<file path="src/amg_pkg.sv">
`default_nettype none

package amg_pkg;

  localparam int VERTEX_SLOTS = 64;
  localparam int EDGE_SLOTS   = 32;
  localparam int LABEL_WIDTH  = 64;

  localparam int VIDX_W = 6;
  localparam int ROWS   = 1 << VIDX_W;
  localparam int ENDS_W = 2 * VIDX_W;
  localparam int CNT_W  = 6;
  localparam int VCNT_W = 7;
  localparam int EIDX_W = (EDGE_SLOTS > 1) ? $clog2(EDGE_SLOTS) : 1;

  typedef logic [ROWS-1:0] row_t;

  typedef enum logic [1:0] {
    OP_INS_VERTEX = 2'd0,
    OP_INS_EDGE   = 2'd1,
    OP_ERASE      = 2'd2,
    OP_REPORT     = 2'd3
  } op_t;

  typedef enum logic [1:0] {
    KIND_ERROR  = 2'd0,
    KIND_COUNTS = 2'd1,
    KIND_EDGES  = 2'd2,
    KIND_LABEL  = 2'd3
  } kind_t;

  typedef enum logic [2:0] {
    ST_IDLE,
    ST_EDGE_CHK,
    ST_EDGE_WRB,
    ST_ER_EXAM,
    ST_ER_CLR,
    ST_ER_DONE,
    ST_EM_OUT
  } state_t;

  typedef struct packed {
    logic              we;
    logic [VIDX_W-1:0] waddr;
    row_t              wdata;
    logic [VIDX_W-1:0] raddr;
    logic              clr;
    logic [VIDX_W-1:0] caddr;
  } adj_req_t;

  typedef struct packed {
    logic                   we;
    logic [EIDX_W-1:0]      waddr;
    logic [LABEL_WIDTH-1:0] wlabel;
    logic [ENDS_W-1:0]      wends;
    logic [EIDX_W-1:0]      raddr;
  } edge_req_t;

endpackage

`default_nettype wire

</file>
<file path="src/amg_edge_mem.sv">
`default_nettype none

module amg_edge_mem (
  input  wire logic                            clk,
  input  wire amg_pkg::edge_req_t              req,
  output      logic [amg_pkg::LABEL_WIDTH-1:0] rd_label,
  output      logic [amg_pkg::ENDS_W-1:0]      rd_ends
);

  logic [amg_pkg::LABEL_WIDTH-1:0] mem_label [amg_pkg::EDGE_SLOTS];
  logic [amg_pkg::ENDS_W-1:0]      mem_ends  [amg_pkg::EDGE_SLOTS];

  always_ff @(posedge clk) begin
    if (req.we) begin
      mem_label[req.waddr] <= req.wlabel;
      mem_ends[req.waddr]  <= req.wends;
    end
    rd_label <= mem_label[req.raddr];
    rd_ends  <= mem_ends[req.raddr];
  end

endmodule

`default_nettype wire

</file>
<file path="config.mk">
export PLATFORM = sky130hd
export DESIGN_NAME = amg_edge_mem
export DESIGN_NICKNAME = d
export VERILOG_FILES = /design/src/amg_pkg.sv /design/src/amg_edge_mem.sv
export SDC_FILE = /design/constraint.sdc
export NUM_CORES = 2
export LEC_CHECK = 0
export BUFFER_PORTS_ARGS = -buffer_cell sky130_fd_sc_hd__buf_2
export CAP_MARGIN = 20
export CORE_ASPECT_RATIO = 1.25
export CORE_UTILIZATION = 55
export DETAILED_ROUTE_END_ITERATION = 8
export HOLD_SLACK_MARGIN = 0.06
export PLACE_DENSITY = 0.7
export SYNTH_ARGS = -nofsm -noshare
export SYNTH_HDL_FRONTEND = slang
export SYNTH_SLANG_ARGS = --single-unit
</file>
<file path="constraint.sdc">
create_clock -name clk -period 8.9 [get_ports clk]
set_input_delay 0.89 -clock clk [delete_from_list [all_inputs] [get_ports clk]]
set_output_delay 0.89 -clock clk [all_outputs]
set_load 0.005 [all_outputs]
</file>
---- After elaboration in Yosys (flattened, before gate mapping) ----
Memory sizes are Yosys's and may differ from the RTL's. A register that Yosys moved wholly into a read port is not among the register bits.
Cells that the tools add are included.
word-level totals
  register bits after elaboration ......... 0
  memory bits (writable) .................. 2432
  output and inout port bits .............. 76
  logic and storage cells ................. 4
  memories ................................ 2
memory list
  memory     depth  width  read ports  clocked after memory_dff  wr ports  RTL line            text
  mem_label  32     64     1           1                         1         amg_edge_mem.sv:10  logic [amg_pkg::LABEL_WIDTH-1:0] mem_label [amg_pkg::EDGE_SLOTS];
  mem_ends   32     12     1           1                         1         amg_edge_mem.sv:11  logic [amg_pkg::ENDS_W-1:0] mem_ends [amg_pkg::EDGE_SLOTS];
cells by class
  multiplexer cells ....................... 2
operators with widths
  kind               number
  1-bit two-way mux  2

---- Depth between registers and ports, before layout ----
  word-level depth ........................ 2
  depth in mapped cells ................... 10
  mapped depth without buffers ............ 4

---- Least setup slack after synthesis ----
OpenSTA, ideal clock, no wires.
  path kind ............................... in2reg
  start ................................... input port req[82] (netlist name)
  end ..................................... memory mem_ends[12][0] (netlist name) (enable)
  library setup time ...................... 511 ps
  data arrival time ....................... 4722 ps
  path slack .............................. 3667 ps
  stages .................................. 3
  buffers on the path ..................... 1
  cell sequence ........................... or3b_2 -> clkbuf_1 -> nor2_1
RTL lines
  element             RTL line            text
  start: declaration  amg_edge_mem.sv:5   input wire amg_pkg::edge_req_t req,
  end: declaration    amg_edge_mem.sv:11
No word-level cell before the write port.

---- Worst setup path in the final report ----
  start ................................... input port req[82] (netlist name)
  end ..................................... memory mem_label[5][34] (netlist name) (enable)
RTL lines
  element           RTL line
  end: declaration  amg_edge_mem.sv:10
No word-level cell before the write port.

==> impl_metrics.toml <==
[route]
num_vias = 41762
drc_errors = 0
drt-vias-per-instance = 6.535
wire_per_inst_um = 33.33
drtIter0Drc = 5049
wl_mm = 213.0
firstDrtPassIters = 7
final_antenna_net_count = 0

[global_routing]
antenna_found_initial = 26
grt_max_degree = 126
grt_pass1_vias = 42565
grt_pass1_wl_mm = 305.2
grt.total_usage = 0.2519
grt.overflow.total = 0

[power]
swShare = 0.2023
p_int_w = 0.01932
clockPowerShare = 0.410
pwr-share-comb = 0.045
p_seq_frac = 0.545
leakage_nw = 32.77
max-vdd-ir-drop_v = 0.0002042
p_per_area_nw_per_um2 = 230.2
power_switching_w = 0.004900

[floorplan]
die_area_sq_um = 172200
fp-row-count = 169
die_w_um = 371.3
die_h_um = 463.6
coreArea_sq_um = 169600
start_util = 0.5529
io_pins = 164

[timing]
rsz0062_at_grt = "false"
min_period_ns = 3.405
fin_crit_sh = 0.3826
setup_viol = 0
skew_ns = 0.03903
max_freq_mhz = 293.7
tightest_slew_ns = 1.118
hold_viol_final = 0
maxSlewViolCount = 0
slew_headroom = 0.2530
timing.setup.tns_ns = 0

[clock_network]
clock_latency_ns = 0.86
clockBufferDepth = 3
cts_tree = "built"
ctsResizeCount = 0
post-cts-setup-buffers = 0
ctsHoldBuffers = 0
htree_levels = 4
cts_root_buf = "clkbuf_16"
clkTransAtPathRegs_ns = 0.07
numClockSinks = 2508
cts_buffers = 226

[logic_synthesis]
synth.top_cell.area_share = 0.7788
synth_top_area_cell = "edfxtp_1"
synth_cells = 3677
synth.most_common_cell = "edfxtp_1"
syn-num-nets = 3765
ys_seq_area_frac = 0.7950
synthArstFlopShare = 0
syn_area_sq_um = 93770
synth_ff_type = "edfxtp_1"
yosysUniqueCellTypes = 33
ys_ff_latch = 2508
postSynthAreaPerCell_sq_um = 25.50
synthTopCellsByCount = "edfxtp_1 (2432), mux4_2 (711), clkbuf_1 (97)"
netlist_top_cells_area = "edfxtp_1 (78%), mux4_2 (17%), dfxtp_1 (1.6%), mux2_2 (1.0%), mux2i_1 (0.54%)"
yosys_warnings = 0
synth_edf_count = 2432

[layout]
fin_util = 0.6204
nets = 4046
num-fill-cells = 11175
drive_gt1_frac = 0.3382
syn2layout_area_growth_pct = 12.19

[worst_setup_path]
r2r-end = "rd_ends[9]$_DFF_P_"
path_max_fanout = 32
cp-end-kind = "register"
rrSetupSlack_ns = 7.04
r2r_cells = 3
crit_arrival_ns = 3.87
startpoint = "req[82]"
setup.worst_path.class = "input port to register"
endpoint = "mem_label[5][34]$_DFFE_PP_"
rr_startpoint = "mem_ends[18][9]$_DFFE_PP_"
cp.required_ns = 9.36
startpoint_type = "input port"

[min_path]
hold_path_class = "input port to register"

[place]
numPortBuffers = 163
gp_congestion = 0.7277
hpwl_mm = 102.4

[run]
cap_violations = 0

[outcome]
status = "complete, no violations"
## layout by cell type (no fill, tap or decap), types with 17 or more instances in the layout
| master | n |
|---|---|
| mux2_2 | 86 |
| clkinv_2 | 36 |
| a221oi_1 | 17 |
| clkinv_1 | 38 |
| mux2i_1 | 51 |
| clkbuf_16 | 234 |
| clkbuf_8 | 27 |
| buf_12 | 18 |
| edfxtp_1 | 2432 |
| bufinv_16 | 24 |
| nor2_4 | 32 |
| mux4_2 | 711 |
| dfxtp_1 | 76 |
| buf_4 | 60 |
| clkbuf_1 | 57 |
| buf_2 | 158 |
## power groups by stage
stage / clock network [W] / logic, W / registers, W
after floorplan: 0 / 0.000659 / 0.0134
after global placement: 0 / 0.00109 / 0.0134
after detailed placement: 0 / 0.00111 / 0.0135
after CTS: 0.0100 / 0.00112 / 0.0132
after global routing: 0.0105 / 0.00117 / 0.0132
final: 0.00993 / 0.00110 / 0.0132
## registers in the layout, summed over array words and instances, names as in the netlist
| signal | count |
|---|---|
| mem_label | 2048 |
| mem_ends | 384 |
| rd_label | 64 |
| rd_ends | 12 |
## cell type report
class / count / area, sq um / share of cell area
Sequential cell: 2508 / 74550 / 0.7086
Multi-Input combinational cell: 980 / 18550 / 0.1763
Tap cell: 2223 / 2781 / 0.02644
Antenna cell: 11 / 27.53 / 0.0002617
Clock inverter: 111 / 1206 / 0.01147
Inverter: 1 / 3.754 / 0.00003568
Clock buffer: 316 / 6414 / 0.06096
Timing Repair Buffer: 241 / 1674 / 0.01591
## metal layers
layer | track usage | share of wire | vias up
met3 | 0.04463 | 0.083 | 293
li1 | - | - | 16589
met2 | 0.4015 | 0.50 | 1887
met1 | 0.3692 | 0.40 | 22973
met4 | 0.05668 | 0.018 | 20
met5 | 0 | 0.00060 | -
## kinds of logic after synthesis
| group | after synthesis | synth area share |
|---|---|---|
| mux | 850 | 0.1868 |
| simple gates | 66 | 0.003363 |
| compound gates | 64 | 0.005044 |
| buf+inv | 189 | 0.009781 |
| flops | 2508 | 0.7950 |
## how the worst min path moves through the flow
| stage | from | to | slack, ns | depth (start not counted) |
|---|---|---|---|---|
| 2_1_floorplan | mem_label[20][36]$_DFFE_PP_ | rd_label[36]$_DFF_P_ | 0.72 | 4 |
| 3_3_place_gp | mem_label[4][13]$_DFFE_PP_ | rd_label[13]$_DFF_P_ | 0.75 | 3 |
| 3_5_place_dp | mem_label[20][25]$_DFFE_PP_ | rd_label[25]$_DFF_P_ | 0.79 | 4 |
| 4_1_cts | req[77] | mem_label[30][60]$_DFFE_PP_ | 0.45 | 1 |
| 5_1_grt | req[34] | mem_label[26][17]$_DFFE_PP_ | 0.50 | 1 |
| 6_report | req[34] | mem_label[26][17]$_DFFE_PP_ | 0.51 | 1 |
## through the flow
step           cells  hold WS (ns)  worst slack [ns]  power (W)  area, sq um
6_report        6391        0.5100             5.495    0.02422       105200
5_1_grt         6382        0.4953             5.420    0.02485       105200
4_1_cts         6380        0.4488             5.507    0.02436       105200
3_5_place_dp    5953        0.7950             4.581    0.01456        97560
3_3_place_gp    5953        0.7504             4.600    0.01454        97560
2_1_floorplan   3677        0.7219             3.667    0.01409        93770
## worst max-delay path: stages
cell and delay (ns):
buf_2 0.12, nand3b_1 0.67, nor2_4 0.87, buf_4 0.61, buf_4 0.63
Power figures use the tool's default switching activity.
