--- src/amg_pkg.sv ---
`default_nettype none

package amg_pkg;

  localparam int VERTEX_SLOTS = 64;
  localparam int EDGE_SLOTS   = 32;
  localparam int LABEL_WIDTH  = 64;

  localparam int VIDX_W = 6;
  localparam int ROWS   = 1 << VIDX_W;
  localparam int ENDS_W = 2 * VIDX_W;
  localparam int CNT_W  = 6;
  localparam int VCNT_W = 7;
  localparam int EIDX_W = (EDGE_SLOTS > 1) ? $clog2(EDGE_SLOTS) : 1;

  typedef logic [ROWS-1:0] row_t;

  typedef enum logic [1:0] {
    OP_INS_VERTEX = 2'd0,
    OP_INS_EDGE   = 2'd1,
    OP_ERASE      = 2'd2,
    OP_REPORT     = 2'd3
  } op_t;

  typedef enum logic [1:0] {
    KIND_ERROR  = 2'd0,
    KIND_COUNTS = 2'd1,
    KIND_EDGES  = 2'd2,
    KIND_LABEL  = 2'd3
  } kind_t;

  typedef enum logic [2:0] {
    ST_IDLE,
    ST_EDGE_CHK,
    ST_EDGE_WRB,
    ST_ER_EXAM,
    ST_ER_CLR,
    ST_ER_DONE,
    ST_EM_OUT
  } state_t;

  typedef struct packed {
    logic              we;
    logic [VIDX_W-1:0] waddr;
    row_t              wdata;
    logic [VIDX_W-1:0] raddr;
    logic              clr;
    logic [VIDX_W-1:0] caddr;
  } adj_req_t;

  typedef struct packed {
    logic                   we;
    logic [EIDX_W-1:0]      waddr;
    logic [LABEL_WIDTH-1:0] wlabel;
    logic [ENDS_W-1:0]      wends;
    logic [EIDX_W-1:0]      raddr;
  } edge_req_t;

endpackage

`default_nettype wire

--- src/amg_adj_mem.sv ---
`default_nettype none

module amg_adj_mem (
  input  wire logic                        clk,
  input  wire logic                        rst,
  input  wire amg_pkg::adj_req_t           req,
  output      amg_pkg::row_t               rdata
);

  amg_pkg::row_t               mem [amg_pkg::ROWS];
  logic [amg_pkg::ROWS-1:0]    valid;
  amg_pkg::row_t               rd_q;
  logic                        vld_q;

  always_ff @(posedge clk) begin
    if (req.we) begin
      mem[req.waddr] <= req.wdata;
    end
    rd_q <= mem[req.raddr];
  end

  // row valid bits, an invalid row reads as all zero
  always_ff @(posedge clk) begin
    if (rst) begin
      valid <= '0;
      vld_q <= 1'b0;
    end else begin
      if (req.we) begin
        valid[req.waddr] <= 1'b1;
      end
      if (req.clr) begin
        valid[req.caddr] <= 1'b0;
      end
      vld_q <= valid[req.raddr];
    end
  end

  assign rdata = vld_q ? rd_q : '0;

endmodule

`default_nettype wire

--- config.mk ---
export PLATFORM = sky130hd
export DESIGN_NAME = amg_adj_mem
export DESIGN_NICKNAME = d
export VERILOG_FILES = /design/src/amg_pkg.sv /design/src/amg_adj_mem.sv
export SDC_FILE = /design/constraint.sdc
export NUM_CORES = 2
export LEC_CHECK = 0
export BUFFER_PORTS_ARGS = -buffer_cell sky130_fd_sc_hd__buf_2
export CORE_ASPECT_RATIO = 0.6
export CORE_MARGIN = 3
export CORE_UTILIZATION = 55
export CTS_BUF_LIST = sky130_fd_sc_hd__clkbuf_8
export CTS_CLUSTER_DIAMETER = 80
export DETAILED_ROUTE_END_ITERATION = 10
export PLACE_DENSITY_LB_ADDON = 0.15
export SKIP_LAST_GASP = 1
export SYNTH_ARGS = -nofsm -noshare
export SYNTH_HDL_FRONTEND = slang
export SYNTH_SLANG_ARGS = --single-unit
--- constraint.sdc ---
create_clock -name clk -period 13.9 [get_ports clk]
set_input_delay 2.78 -clock clk [delete_from_list [all_inputs] [get_ports clk]]
set_output_delay 2.78 -clock clk [all_outputs]
set_load 0.05 [all_outputs]
### After elaboration in Yosys (flattened, before gate mapping)

Memory sizes are Yosys's and may differ from the RTL's. A register that Yosys moved wholly into a read port is not among the register bits.
Index checks and enable logic that the tools add are counted.

| storage, ports and cells | value |
|---|---|
| output and inout port bits | 64 |
| register bits after elaboration | 65 |
| bits in read-only memories | 0 |
| memory bits (writable) | 4096 |
| logic and storage cells | 25 |
| memories | 1 |
| bits in latches | 0 |
| bits of input ports | 86 |

| cells by class | value |
|---|---|
| equal/unequal tests | 0 |
| multiply operators | 0 |
| bitwise gates (word level) | 3 |
| mux-type cells | 12 |
| order comparisons | 5 |
| $add $sub $neg | 0 |
| divide/modulo/power cells | 0 |
| shift-type cells | 0 |
| reduce and logical (&&, ||, !) cells | 2 |

Memories:

| name | words | width | read ports | clocked after memory_dff | wr ports | line | text |
|---|---|---|---|---|---|---|---|
| mem | 64 | 64 | 1 | 1 | 1 | amg_adj_mem.sv:10 | `amg_pkg::row_t mem [amg_pkg::ROWS];` |

Operators with widths:

| cell | number |
|---|---|
| 2-to-1 mux 64 bit | 4 |
| AND 64 bit | 1 |
| inverter 64 bit | 1 |
| OR 64 bit | 1 |
| less-than comparator 6 x 7 -> 1 bit (second input constant) | 3 |
| demux 1 bit (select 6 bit) | 2 |
| >= comparator 6 x 1 -> 1 bit (second input constant) | 2 |
| binary-select mux 1 bit (select 6 bit) | 1 |
| 2-to-1 mux 1 bit | 5 |
| logical AND 1 bit | 2 |

### Logic depth before layout (Yosys ltp)

| logic depth | value |
|---|---|
| word-level depth | 9 |
| mapped depth | 10 |
| mapped depth without buffers | 5 |

### Worst setup path after synthesis

Ideal clock, no wire load.

| path | value |
|---|---|
| path type | input to register |
| start point | in req[80] in the netlist's numbering |
| end point | mem mem[48][0] in the netlist's numbering, enable pin |
| slack | 3.787 ns |
| buffers on the path | 1 |
| stages | 3 |
| arrival time | 9.463 ns |
| library setup time | 0.650 ns |
| required time | 13.250 ns |
| cell sequence | clkbuf_1 nand4b_1 nor4_1 |

RTL lines:

| item | line | text |
|---|---|---|
| start, declared | amg_adj_mem.sv:6 | `input wire amg_pkg::adj_req_t req,` |
| end, declared | amg_adj_mem.sv:10 |  |

Straight into the memory's write port.

==> summary by stage <==
Logic synthesis
In the post-synthesis netlist, the biggest area contributors are sky130_fd_sc_hd__edfxtp_1 (77%), sky130_fd_sc_hd__mux4_2 (14%), sky130_fd_sc_hd__a22oi_1 (1.8%), sky130_fd_sc_hd__dfxtp_1 (1.6%), sky130_fd_sc_hd__mux2i_1 (0.79%). The most repeated cell in the gate-level netlist after synthesis is sky130_fd_sc_hd__edfxtp_1. The parity-gate share of the synthesized area counting xor and xnor cells is 0%. For this run, the register share of the synthesized area comes to 78.9%.

Measured against the total synthesized area, the mux share comes to 15.1%. The top cell type by area accounts for 77.3% of the synthesized area. The commonest cells after synthesis are sky130_fd_sc_hd__edfxtp_1 (4096), sky130_fd_sc_hd__mux4_2 (1000), sky130_fd_sc_hd__a22oi_1 (388). The post-synthesis cell type with the largest combined area is sky130_fd_sc_hd__edfxtp_1. The number of library cell types mapped by synthesis is 43.

The number of nets in the synthesized netlist is 7016. Among all flip-flop cells after synthesis, the most frequent one is sky130_fd_sc_hd__edfxtp_1. Counting flops and latches in the post-synthesis netlist gives 4225. During synthesis, Yosys emitted a total of 0 warnings. After synthesis, the share of flip-flops with an asynchronous set or reset is 0%. The area share of fa/ha/maj cells after synthesis is 0%. The synthesized-area fraction occupied by ao, oa, aoi and oai cells is 3.40%. The combinational family with the most area after synthesis is multiplexers. Synthesis handed over a netlist of 6930 instances.

After Yosys synthesis, and, or, nand and nor cells account for 1.30% of the synthesized area. Summing every instance area after synthesis gives 0.159 sq mm. The number of synthesized flops with an enable pin is 4096. The synthesized area per cell is 23.0 sq um.

CTS
The number of setup buffers added after CTS is 0. The number of gates resized after CTS was 0. CTS saw 4225 sinks. The buffer cell driving the clock tree root is sky130_fd_sc_hd__clkbuf_8. After clock tree synthesis, the clock-pin slew on the worst setup and hold paths is 60 ps. The hold buffer count at CTS is 0. The clock tree synthesis step divided the H-tree into 6 levels. Clock latency on the worst-skew pair, taken at its later pin, is 1080 ps.

The number of buffers on the longest clock path is 4. TritonCTS built the clock tree. TritonCTS created 600 clock buffers.

Drt
The final antenna-violating net count is 0. After detailed routing, the average wire length per cell comes to 38.3 um. The first-pass iteration count of the detailed router is 5. Dividing the detail-routed via count by the number of cells gives 6.87.

The post-detailed-routing wire length is 453000 um. The post-detailed-route DRC marker count is 0. The total via count after detailed routing is 81200. The number of design-rule violations left by the first detailed-router iteration is 12600.

STA
The worst clock skew is 69.0 ps. The number of endpoints with negative hold slack in the final report is 0. The share of the cycle needed by the critical path after routing is 47.3%. The transition time of the tightest slew-check pin is 1350 ps. Setup repair after global routing left no endpoint under its margin. The number of endpoints failing setup at the final stage is 0. The headroom to the max-slew limit is 10.0%. The routed design could run at a clock period as short as 6580 ps. The total negative slack is 0 ps. The top achievable clock speed is 152 MHz. The count of pins over their slew limit was 0.

Worst setup path
Data on the critical path is required at its endpoint by 14780 ps. The start of the worst register-to-register path is mem[7][39]$_DFFE_PP_. Setup slack on the worst reg-to-reg path comes out at 11650 ps. The endpoint of the lowest-slack register-to-register path is rd_q[39]$_DFF_P_. Data on the critical path arrives at its endpoint at 7450 ps. The nature of the critical path endpoint is a flip-flop. The number of cells on the worst reg-to-reg path is 5.

The worst-path maximum fanout is 53. The critical path startpoint category is a primary input. By startpoint and endpoint, the worst setup path is classified as primary input to flip-flop.

Min path
The worst hold path startpoint is valid[29]$_SDFF_PP0_. The hold-critical path depth is 2. The worst hold-check path type is flip-flop to flip-flop.

The end point of the worst hold path is valid[29]$_SDFF_PP0_.

Global route
Global routing used 30.8% of the available tracks across all layers. The number of global-route vias before repair is 79100. The remaining global-route overflow is 0. The number of antenna violations at the first check in global routing was 50. The first global-routing pass estimated 633000 um of wire. Entering global routing, the biggest net connects 126 pins.

Floorplan
The floorplan step set the die width to 701 um. Measured along the y axis, the die boundary spans 423 um. The number of primary I/O pins is 150.

The starting utilization of the core area is 55.5%. The total area inside the core boundary comes to 0.287 sq mm. The die covers 0.296 sq mm. The floorplan has 152 rows.

Power
The leakage power is 55.7 nW. The cell area power density is 139 mW/mm^2. The total power draw is 24.5 mW. VDD sags by at most 0.153 mV.

Finish
The layout filler cell count is 19700. The area overhead of the layout relative to synthesis is 10.6%. At the end of the flow, the number of nets in the layout was 7576.

The proportion of layout cells with a drive suffix above 1 is 27.8%.

Placement
The count of buffers added on input and output ports is 149. The HPWL after detailed placement is 232000 um. The final RePlAce weighted congestion is 0.796.

Run status
The run finished with clean final reports.

Flow run
The tool flagged a number of max-cap violations equal to 0.
==> worst max path at each step <==
stage / startpoint / to / slack, ps / cells after the start
final: req[8] / rd_q[36]$_DFF_P_ / 7320 / 10
after global placement: req[8] / rd_q[35]$_DFF_P_ / 6420 / 10
after CTS: req[8] / rd_q[36]$_DFF_P_ / 7570 / 10
after global routing: req[8] / rd_q[36]$_DFF_P_ / 7270 / 10
after floorplan: req[80] / mem[48][0]$_DFFE_PP_ / 3790 / 3
after detailed placement: req[8] / rd_q[36]$_DFF_P_ / 6380 / 10
==> worst max-delay path: stages <==
cell and delay (ps):
sky130_fd_sc_hd__buf_8 380, sky130_fd_sc_hd__buf_4 700, sky130_fd_sc_hd__buf_4 700, sky130_fd_sc_hd__buf_4 750, sky130_fd_sc_hd__buf_4 690, sky130_fd_sc_hd__mux4_2 400
sky130_fd_sc_hd__mux2i_1 160, sky130_fd_sc_hd__a211oi_1 100, sky130_fd_sc_hd__a21oi_1 290, sky130_fd_sc_hd__a311oi_1 80
==> per-stage QoR <==
| stage | instances | setup WS [ps] | hold WS [ps] | utilization [%] | area [sq um] |
|---|---|---|---|---|---|
| 2_1_floorplan | 6930 | 3790 | 468 | - | 159000 |
| 3_3_place_gp | 10700 | 6420 | 481 | 57.5 | 165000 |
| 3_5_place_dp | 10700 | 6380 | 489 | 57.5 | 165000 |
| 4_1_cts | 11800 | 7570 | 497 | 61.3 | 176000 |
| 5_1_grt | 11800 | 7270 | 522 | 61.3 | 176000 |
| 6_report | 11800 | 7320 | 502 | 61.3 | 176000 |
==> logic make-up (layout without fill, tap and decap cells) <==
group	after synthesis	after routing
AOI/OAI and AO/OA	728	728
buffers and inverters	416	1438
DFF	4225	4225
muxes	1144	1144
other	0	23
and+or+nand+nor	417	417
==> power breakdown <==
group,switching [mW],total (mW),internal (mW)
logic,0.792,1.20,0.412
clock network,4.65,9.14,4.49
registers,0.0746,14.2,14.1
total,5.52,24.5,19.0
==> cell type report <==
cell class,count,area [sq um],share of cell area (%)
flip-flops and latches,4225,126000,71.3
multi-input cells,2289,32000,18.2
clock buffers,663,9130,5.18
well taps,3850,4820,2.74
repair buffers,372,2570,1.46
clock inverters,401,1830,1.04
diodes,23,57.6,0.0327
inverters,2,7.51,0.00426
==> routing by layer <==
metal	track usage, %	vias up	part of all wire (%)
met3	7.93	846	13
met4	9.08	16	3.1
met1	48.2	43500	40
met5	0	-	0.026
met2	43.3	5868	43
li1	-	31000	-
==> registers in the layout (all words and copies together) (netlist names) <==
| name | count |
|---|---|
| valid | 64 |
| rd_q | 64 |
| vld_q | 1 |
| mem | 4096 |
==> layout by cell type (no fill, tap or decap), types with 8 or more instances in the layout <==
master                       Yosys  routed
sky130_fd_sc_hd__mux2_2         18      18
sky130_fd_sc_hd__dfxtp_1       129     128
sky130_fd_sc_hd__a311oi_1       49      49
sky130_fd_sc_hd__buf_2          96     145
sky130_fd_sc_hd__nor3_1         13      13
sky130_fd_sc_hd__clkinv_1        0      98
sky130_fd_sc_hd__a21oi_1        64      64
sky130_fd_sc_hd__inv_1           2     236
sky130_fd_sc_hd__a221o_1        17      17
sky130_fd_sc_hd__a22oi_1       388     388
sky130_fd_sc_hd__nor2_4          1      66
sky130_fd_sc_hd__clkinvlp_4      0      10
sky130_fd_sc_hd__mux4_2       1000    1000
sky130_fd_sc_hd__clkinv_2        0      39
sky130_fd_sc_hd__inv_6           0       8
sky130_fd_sc_hd__nor2_1        148      82
sky130_fd_sc_hd__buf_4          83     215
sky130_fd_sc_hd__and2_1         68      65
sky130_fd_sc_hd__clkbuf_8        0     663
sky130_fd_sc_hd__nand2_1        73      73
sky130_fd_sc_hd__o22ai_1        47      47
sky130_fd_sc_hd__a221oi_1       34      34
sky130_fd_sc_hd__edfxtp_1     4096    4096
sky130_fd_sc_hd__a211oi_1      121     121
sky130_fd_sc_hd__diode_2         0      23
sky130_fd_sc_hd__mux2i_1       126     126
sky130_fd_sc_hd__and3_1         65      65
sky130_fd_sc_hd__buf_12          0      10
Power figures use the tool's default switching activity.
